===== src/accm_pkg.sv =====
// accm_pkg: shared constants, widths and opcode type of the accumulator machine step block
// no dependencies; imported by accumulator_machine_step and tb_accumulator_machine_step
package accm_pkg;

    localparam int DATA_WORDS    = 128;
    localparam int PROGRAM_WORDS = 128;

    localparam int ADDR_W = $clog2(DATA_WORDS);
    localparam int SLOT_W = ADDR_W + 1;
    localparam int PC_W   = 8;
    localparam int WORD_W = 32;
    localparam int OP_W   = 4;

    localparam int IN_FIELDS_W  = OP_W + WORD_W + ADDR_W;
    localparam int IN_TDATA_W   = ((IN_FIELDS_W + 7) / 8) * 8;
    localparam int OUT_FIELDS_W = PC_W + 1 + WORD_W + WORD_W + 1 + 1 + ADDR_W + 1;
    localparam int OUT_TDATA_W  = ((OUT_FIELDS_W + 7) / 8) * 8;
    localparam int OUT_PAD_W    = OUT_TDATA_W - OUT_FIELDS_W;

    localparam logic [PC_W-1:0]   LENGTH_RESET = PC_W'(128);
    localparam logic [WORD_W-1:0] POS_FIX      = 32'h7FFF_FFFF;
    localparam logic [WORD_W-1:0] NEG_FIX      = 32'h8000_0000;

    typedef enum logic [OP_W-1:0] {
        OP_HLT = 4'd0,
        OP_DEC = 4'd1,
        OP_LDI = 4'd2,
        OP_XCH = 4'd3,
        OP_ADD = 4'd4,
        OP_STR = 4'd5,
        OP_JMP = 4'd6,
        OP_JZS = 4'd7,
        OP_JVS = 4'd8,
        OP_LDA = 4'd9,
        OP_LDB = 4'd10
    } op_t;

endpackage


===== src/accm_ram.sv =====
// accm_ram: generic single-write, single-read synchronous ram with registered read data
// no dependencies
module accm_ram #(
    parameter int WIDTH = 32,
    parameter int DEPTH = 128
) (
    input  logic                     clk,
    input  logic                     we,
    input  logic [$clog2(DEPTH)-1:0] waddr,
    input  logic [WIDTH-1:0]         wdata,
    input  logic                     re,
    input  logic [$clog2(DEPTH)-1:0] raddr,
    output logic [WIDTH-1:0]         rdata
);

    logic [WIDTH-1:0] mem [DEPTH];

    always_ff @(posedge clk)
    begin
        if (we)
        begin
            mem[waddr] <= wdata;
        end
        if (re)
        begin
            rdata <= mem[raddr];
        end
    end

endmodule


===== src/accumulator_machine_step.sv =====
// accumulator_machine_step: executes one fetched instruction of an accumulator machine per transfer
// depends on accm_pkg and accm_ram (data store)
//
// usage:
//   s_axis carries one instruction per transfer; m_axis returns one result per instruction
//   showing pc, halt, A, B, sticky flags and the DEC allocation after that instruction.
//   cfg writes program_length (8 bit); write it only while the block is idle.
// data path: the data store read and the execute stage are registered on the input transfer,
//   then the execute result is registered into the output register.
// throughput: one instruction per cycle while m_axis is not stalled; the store read is issued on
//   the input transfer and a write from the instruction ahead is forwarded, so dependent
//   instructions follow back to back.
// reset: A, B, flags, pc, allocation pointer and halt clear; program_length becomes 128;
//   the data store reads as zero through per-word valid bits, so no clearing pass.
// stall: while m_axis_tready is low the result holds, one more instruction waits in the
//   execute stage, and s_axis_tready drops until the result is taken.
module accumulator_machine_step (
    input  logic                           clk,
    input  logic                           rst_n,
    // fields from bit 0: req_type[3:0], immediate[35:4], address[42:36], zero pad
    input  logic [accm_pkg::IN_TDATA_W-1:0] s_axis_tdata,
    input  logic                           s_axis_tvalid,
    output logic                           s_axis_tready,
    // fields from bit 0: next_pc[7:0], halted[8], reg_a_out[40:9], reg_b_out[72:41],
    // zero_out[73], overflow_out[74], alloc_slot[81:75], alloc_ok[82], zero pad
    output logic [accm_pkg::OUT_TDATA_W-1:0] m_axis_tdata,
    output logic                           m_axis_tvalid,
    input  logic                           m_axis_tready,
    input  logic [accm_pkg::PC_W-1:0]      cfg_data,
    input  logic                           cfg_valid,
    output logic                           cfg_ready
);

    import accm_pkg::*;

    // input unpack
    logic [OP_W-1:0]   in_op;
    logic [WORD_W-1:0] in_imm;
    logic [ADDR_W-1:0] in_addr;
    logic              in_fire;

    assign in_op   = s_axis_tdata[OP_W-1:0];
    assign in_imm  = s_axis_tdata[OP_W+WORD_W-1:OP_W];
    assign in_addr = s_axis_tdata[OP_W+WORD_W+ADDR_W-1:OP_W+WORD_W];

    // architectural state
    logic [PC_W-1:0]       length_reg;
    logic [WORD_W-1:0]     a_reg, a_next;
    logic [WORD_W-1:0]     b_reg, b_next;
    logic                  z_reg, z_next;
    logic                  v_reg, v_next;
    logic [PC_W-1:0]       pc_reg, pc_next;
    logic [SLOT_W-1:0]     nfs_reg, nfs_next;
    logic                  halt_reg, halt_next;
    logic [DATA_WORDS-1:0] valid_reg;

    // execute stage
    logic              ex_valid_reg;
    logic [OP_W-1:0]   ex_op_reg;
    logic [WORD_W-1:0] ex_imm_reg;
    logic [ADDR_W-1:0] ex_addr_reg;
    logic              fwd_hit_reg;
    logic [WORD_W-1:0] fwd_data_reg;
    logic              rd_valid_reg;
    logic              ex_fire;

    // output register
    logic                    out_valid_reg;
    logic [OUT_TDATA_W-1:0]  out_data_reg;
    logic [OUT_TDATA_W-1:0]  out_data_next;

    // data store port
    logic              mem_we;
    logic [ADDR_W-1:0] mem_waddr;
    logic [WORD_W-1:0] mem_wdata;
    logic [WORD_W-1:0] mem_rdata;
    logic [WORD_W-1:0] rd_data;

    // execute combinational
    logic [PC_W-1:0]   limit;
    logic              run;
    logic [WORD_W:0]   sum;
    logic [ADDR_W-1:0] slot;
    logic              ok;

    assign ex_fire       = ex_valid_reg && (!out_valid_reg || m_axis_tready);
    assign s_axis_tready = !ex_valid_reg || ex_fire;
    assign in_fire       = s_axis_tvalid && s_axis_tready;
    assign cfg_ready     = 1'b1;

    accm_ram #(
        .WIDTH (WORD_W),
        .DEPTH (DATA_WORDS)
    ) u_store (
        .clk   (clk),
        .we    (mem_we),
        .waddr (mem_waddr),
        .wdata (mem_wdata),
        .re    (in_fire),
        .raddr (in_addr),
        .rdata (mem_rdata)
    );

    // a write from the instruction ahead lands at the same edge as this read
    assign rd_data = fwd_hit_reg  ? fwd_data_reg :
                     rd_valid_reg ? mem_rdata    : '0;

    assign limit = (length_reg > PC_W'(PROGRAM_WORDS)) ? PC_W'(PROGRAM_WORDS) : length_reg;
    assign run   = !halt_reg && (pc_reg < limit);
    assign sum   = {a_reg[WORD_W-1], a_reg} + {b_reg[WORD_W-1], b_reg};

    always_comb
    begin
        a_next    = a_reg;
        b_next    = b_reg;
        z_next    = z_reg;
        v_next    = v_reg;
        pc_next   = pc_reg;
        nfs_next  = nfs_reg;
        halt_next = halt_reg;
        slot      = '0;
        ok        = 1'b0;
        mem_we    = 1'b0;
        mem_waddr = ex_addr_reg;
        mem_wdata = a_reg;
        if (run)
        begin
            pc_next = pc_reg + PC_W'(1);
            unique case (op_t'(ex_op_reg))
                OP_HLT:
                begin
                    halt_next = 1'b1;
                    pc_next   = pc_reg;
                end
                OP_DEC:
                begin
                    if (nfs_reg < SLOT_W'(DATA_WORDS))
                    begin
                        mem_we    = 1'b1;
                        mem_waddr = nfs_reg[ADDR_W-1:0];
                        mem_wdata = '0;
                        slot      = nfs_reg[ADDR_W-1:0];
                        ok        = 1'b1;
                        nfs_next  = nfs_reg + SLOT_W'(1);
                    end
                end
                OP_LDI: a_next = ex_imm_reg;
                OP_XCH:
                begin
                    a_next = b_reg;
                    b_next = a_reg;
                end
                OP_ADD:
                begin
                    if (sum == '0)
                    begin
                        z_next = 1'b1;
                    end
                    // above max: subtract 2^31-1; below min: add 2^31
                    if (!sum[WORD_W] && sum[WORD_W-1])
                    begin
                        a_next = sum[WORD_W-1:0] - POS_FIX;
                        v_next = 1'b1;
                    end
                    else if (sum[WORD_W] && !sum[WORD_W-1])
                    begin
                        a_next = sum[WORD_W-1:0] + NEG_FIX;
                        v_next = 1'b1;
                    end
                    else
                    begin
                        a_next = sum[WORD_W-1:0];
                    end
                end
                OP_STR: mem_we = 1'b1;
                OP_JMP: pc_next = PC_W'(ex_addr_reg);
                OP_JZS:
                begin
                    if (z_reg)
                    begin
                        pc_next = PC_W'(ex_addr_reg);
                    end
                end
                OP_JVS:
                begin
                    if (v_reg)
                    begin
                        pc_next = PC_W'(ex_addr_reg);
                    end
                end
                OP_LDA: a_next = rd_data;
                OP_LDB: b_next = rd_data;
                default: ;
            endcase
            if (pc_next >= limit)
            begin
                halt_next = 1'b1;
            end
        end
        else
        begin
            halt_next = 1'b1;
        end
        mem_we = mem_we && ex_fire;
        out_data_next = {{OUT_PAD_W{1'b0}}, ok, slot, v_next, z_next,
                         b_next, a_next, halt_next, pc_next};
    end

    always_ff @(posedge clk or negedge rst_n)
    begin
        if (!rst_n)
        begin
            length_reg    <= LENGTH_RESET;
            a_reg         <= '0;
            b_reg         <= '0;
            z_reg         <= 1'b0;
            v_reg         <= 1'b0;
            pc_reg        <= '0;
            nfs_reg       <= '0;
            halt_reg      <= 1'b0;
            valid_reg     <= '0;
            ex_valid_reg  <= 1'b0;
            out_valid_reg <= 1'b0;
        end
        else
        begin
            if (cfg_valid && cfg_ready)
            begin
                length_reg <= cfg_data;
            end
            if (in_fire)
            begin
                ex_valid_reg <= 1'b1;
            end
            else if (ex_fire)
            begin
                ex_valid_reg <= 1'b0;
            end
            if (ex_fire)
            begin
                a_reg         <= a_next;
                b_reg         <= b_next;
                z_reg         <= z_next;
                v_reg         <= v_next;
                pc_reg        <= pc_next;
                nfs_reg       <= nfs_next;
                halt_reg      <= halt_next;
                out_valid_reg <= 1'b1;
            end
            else if (m_axis_tready)
            begin
                out_valid_reg <= 1'b0;
            end
            if (mem_we)
            begin
                valid_reg[mem_waddr] <= 1'b1;
            end
        end
    end

    // payload registers
    always_ff @(posedge clk)
    begin
        if (in_fire)
        begin
            ex_op_reg    <= in_op;
            ex_imm_reg   <= in_imm;
            ex_addr_reg  <= in_addr;
            fwd_hit_reg  <= mem_we && (mem_waddr == in_addr);
            fwd_data_reg <= mem_wdata;
            rd_valid_reg <= valid_reg[in_addr];
        end
        if (ex_fire)
        begin
            out_data_reg <= out_data_next;
        end
    end

    assign m_axis_tdata  = out_data_reg;
    assign m_axis_tvalid = out_valid_reg;

    // allocation pointer never runs past the store
    a_nfs_bound: assert property (@(posedge clk) disable iff (!rst_n)
        nfs_reg <= SLOT_W'(DATA_WORDS))
        else $error("allocation pointer beyond data store");

    // halt is sticky until reset
    a_halt_sticky: assert property (@(posedge clk) disable iff (!rst_n)
        halt_reg |=> halt_reg)
        else $error("halt state cleared");

    // every store write marks its word as written
    a_valid_set: assert property (@(posedge clk) disable iff (!rst_n)
        mem_we |=> valid_reg[$past(mem_waddr)])
        else $error("written word not marked valid");

    // input is refused only while an instruction waits behind a stalled result
    a_ready_low: assert property (@(posedge clk) disable iff (!rst_n)
        !s_axis_tready |-> (ex_valid_reg && out_valid_reg && !m_axis_tready))
        else $error("input refused without a stall");

endmodule


===== config.mk =====
export PLATFORM = sky130hd
export DESIGN_NAME = accumulator_machine_step
export DESIGN_NICKNAME = d
export VERILOG_FILES = /design/src/accm_pkg.sv /design/src/accm_ram.sv /design/src/accumulator_machine_step.sv
export SDC_FILE = /design/constraint.sdc
export NUM_CORES = 2
export LEC_CHECK = 0
export BUFFER_PORTS_ARGS = -buffer_cell sky130_fd_sc_hd__buf_2
export CORE_MARGIN = 1
export CORE_UTILIZATION = 55
export DETAILED_ROUTE_END_ITERATION = 8
export HOLD_SLACK_MARGIN = 0.05
export PLACE_DENSITY = 0.68
export SYNTH_ARGS = -nofsm -noshare
export SYNTH_HDL_FRONTEND = slang
export SYNTH_SLANG_ARGS = --single-unit

===== constraint.sdc =====
create_clock -name clk -period 5.95 [get_ports clk]
set_clock_uncertainty 0.2 [all_clocks]
set_input_delay 0.2975 -clock clk [delete_from_list [all_inputs] [get_ports clk]]
set_output_delay 0.2975 -clock clk [all_outputs]
set_load 0.01 [all_outputs]

==> metrics.md <==
| Metric | Value |
|---|---|
| RR Endpoint | `u_store.mem[101][2]` |
| Final routed DRC violation total | `0` |
| Fin. max-slew vios | `0` |
| Largest net degree at the start of global routing | `99` |
| Hold crit path type | `in2reg` |
| Post-Synthesis Cells | `7802` |
| Placed Cells | `roughly 12000` |
| Largest register FFs | `4096` |
| Initial Utilization | `55.33%` |
| Hold buffer count at CTS | `112` |
| Run status | `finished, final reports clean` |
| Cell variety after synth | `88` |
| Final hold vios | `0` |
| Final cell count without fillers | `13000` |
| Post-Layout Inst Area | `200800 sq um` |
| CP endpoint | `u_store.mem[101][2]` |
| Maximum vdd drop | `roughly 0.00054 V` |
| Placed inst area | `185400 sq um` |
| Post_cts resized | `0` |
| R2R depth | `14` |
| CP Max Fanout | `33` |
| # port buffers | `140` |
| Worst slew pin tran | `1342 ps` |
| Clk pin slew, worst setup/hold paths | `60 ps` |
| Critical Path End Type | `flip-flop` |
| Lkg Pwr | `roughly 65 nW` |
| Routed vias/inst | `6.720` |
| Number of synthesized flops with an enable pin | `4288` |
| First drt pass iteration count | `8` |
| CTS tree | `done` |
| Sequential share of the synthesized area | `76.26%` |
| Share of the synthesized area in the top cell type | `about 73%` |
| CP Launch Type | `flip-flop` |
| DP Wirelength | `266.5 mm` |
| Number of fill cells | `between 20000 and 25000` |
| Ys flop type | `edfxtp_1` |
| Number of core rows | `a little over 200` |
| H-tree depth | `5` |
| WL per Instance | `36.03 um` |
| Total track usage | `between 20% and 30%` |
| Number of global-route vias before repair | `roughly 87000` |
| Yosys reg bits | `4509` |
| WP data arrival | `5960 ps` |
| TritonCTS sink count | `4509` |
| Layout Nets | `roughly 8500` |
| Max_cap viols | `0` |
| Setup TNS | `0 ps` |
| Core ar. | `about 320000 sq um` |
| Vias | `slightly below 90000` |
| Async set-reset flop share out of synthesis | `4.901%` |
| Yosys Warn Count | `0` |
| Chip Width | `567.9 um` |
| Pwr dens | `between 400 and 500 nW/um^2` |
| Root buffer cell | `clkbuf_16` |
| Crit path time final | `5594 ps` |
| Initial antenna violation count | `63` |
| Top area cells in the synthesized netlist | `edfxtp_1 (73%), mux4_2 (18%), dfrtp_1 (3.1%), clkbuf_1 (0.60%), nor2_1 (0.53%)` |
| Syn_area_per_cell | `22.57 sq um` |
| Post-route ant nets | `0` |
| Worst EP required | `6310 ps` |
| R2R Path Start | `length_reg[7]` |
| Die area | `roughly 320000 sq um` |
| HP Start | `s_axis_tdata[36]` |
| I/O pin total | `152` |
| Grt ovf | `0` |
| Slew margin rel. | `10.56%` |
| Max Clock Freq | `around 180 MHz` |
| Pre-CTS setup slack | `a little under 500 ps` |
| Most area-hungry cell type in the Yosys netlist | `edfxtp_1` |
| Setup-failing EPs final | `0` |
| Routed WL | `between 400 and 500 mm` |
| Hold Path Depth | `3` |
| Starting DRT DRC Count | `12990` |
| Crit. Startpoint | `length_reg[7]` |
| Final period util | `94.01%` |
| R2r setup slk | `between 300 and 400 ps` |
| Post-Syn Area | `around 180000 sq um` |
| Share of post-route cells with drive strength above 1 | `32.43%` |
| CTS Buf Count | `443` |
| DIE HEIGHT | `567.9 um` |
| Gpl congestion | `approximately 0.89` |
| Postcts setup bufs | `0` |
| First-pass GRT wire length | `approximately 660 mm` |
| Area growth, synth to finish | `14.01%` |
| Worst Setup Slack, final | `between 300 and 400 ps` |
| Critical path type | `reg2reg` |
| Max clock buf depth | `4` |
| RSZ-0062 raised after global routing | `no` |
| Worst skew pair latency | `990 ps` |
-- how the worst min path moves through the flow --
stage | endpoint | slack, ps
floorplan | a_reg[0] | -200
global route | ex_addr_reg[0] | 190
global placement | ex_valid_reg | 230
detailed placement | ex_valid_reg | 240
finish | ex_addr_reg[0] | 160
CTS | ex_addr_reg[0] | 140
-- cell usage after synthesis (5+ instances only) --
| master | instances |
|---|---|
| xor2_1 | 21 |
| buf_4 | 6 |
| nand2_1 | 240 |
| a211o_1 | 6 |
| nor4_1 | 14 |
| nand2b_1 | 14 |
| edfxtp_1 | 4288 |
| o21ai_1 | 6 |
| o21a_1 | 7 |
| buf_2 | 14 |
| buf_1 | 111 |
| and2_1 | 44 |
| o21ai_0 | 97 |
| o21bai_1 | 7 |
| ha_1 | 51 |
| a21o_1 | 15 |
| a221oi_1 | 13 |
| nor3_1 | 22 |
| and3_1 | 28 |
| nand4_1 | 26 |
| a31oi_1 | 25 |
| or3_1 | 10 |
| a211oi_1 | 9 |
| or4_1 | 7 |
| nor2_1 | 248 |
| nand3b_1 | 8 |
| clkbuf_1 | 283 |
| mux2_2 | 43 |
| a22o_1 | 32 |
| or2_2 | 123 |
| inv_1 | 25 |
| xnor2_1 | 36 |
| o31ai_1 | 5 |
| o211ai_1 | 8 |
| dfrtp_1 | 220 |
| a22oi_1 | 56 |
| or2_1 | 7 |
| nand3_1 | 33 |
| nor2b_1 | 16 |
| mux2i_1 | 9 |
| mux4_2 | 1386 |
| a21oi_1 | 113 |
-- report_power, final --
part / internal [mW] / switching (mW) / total [mW] / leakage (nW)
logic: 3.32 / 10.1 / 13.4 / 16.0
registers: 39.7 / 0.591 / 40.3 / 41.8
clock network: 15.6 / 11.8 / 27.4 / 6.92
-- kinds of logic after synthesis --
| logic type | share of synthesized area, % |
|---|---|
| simple gates | 2.374 |
| compound gates | 1.688 |
| mux | 18.05 |
| fa+ha+maj | 0.3737 |
| buf+inv | 0.9670 |
| other cells | 0.004264 |
| flops | 76.26 |
| xor+xnor | 0.2835 |
-- final cells by class --
class	instances	area [sq um]	area share [%]
diodes	20	50.05	0.02493
clock buffers	560	11790	5.870
clock inverters	269	2387	1.189
inverters	26	100.1	0.04985
multi-input cells	2856	41240	20.54
flip-flops and latches	4509	134300	66.89
well taps	4180	5230	2.605
repair buffers	580	5692	2.835
-- metal layers --
| metal | track usage [%] | up-vias | wire length [um] |
|---|---|---|---|
| li1 | - | 34320 | - |
| met1 | 42.71 | 47130 | 181300 |
| met2 | 44.77 | 5276 | 219600 |
| met3 | 5.691 | 633 | 51060 |
| met4 | 9.448 | 4 | 16420 |
| met5 | 0 | - | 27 |
-- worst max-delay path: stages (launching register included) --
cell and delay [ps]:
dfstp_2 560, clkinv_1 210, nand2_1 160, ha_1 260
a21o_1 160, a21oi_1 220, o21ai_0 190, a21oi_4 400
nand2_2 170, a21oi_1 440, nor2b_1 290, nand2_2 740
buf_4 470, nor2_4 80, buf_4 590
-- cells in the final DEF (no fill, tap or decap), types with 96 or more instances in the layout --
cell type      synthesis  routed
buf_4                  6     223
buf_2                 14     133
dfrtp_1              220     220
nor2_1               248     120
mux4_2              1386    1386
edfxtp_1            4288    4288
buf_12                 0     107
clkbuf_16              0     451
o21ai_0               97      96
nor2_4                 0     128
nand2_1              240     231
a21oi_1              113     111
clkbuf_1             283     100
dlygate4sd3_1          0     111
or2_2                123     123
clkinv_1               1      99
-- metrics by stage --
step	util [%]	power, mW	hold slack [ps]
after floorplan	-	48.05	-198.1
after global placement	58.25	53.52	232.2
after detailed placement	58.25	54.04	242.9
after CTS	63.06	81.16	139.3
after global routing	63.06	83.20	192.2
final	63.08	81.12	158.4
Power figures use the tool's default switching activity.
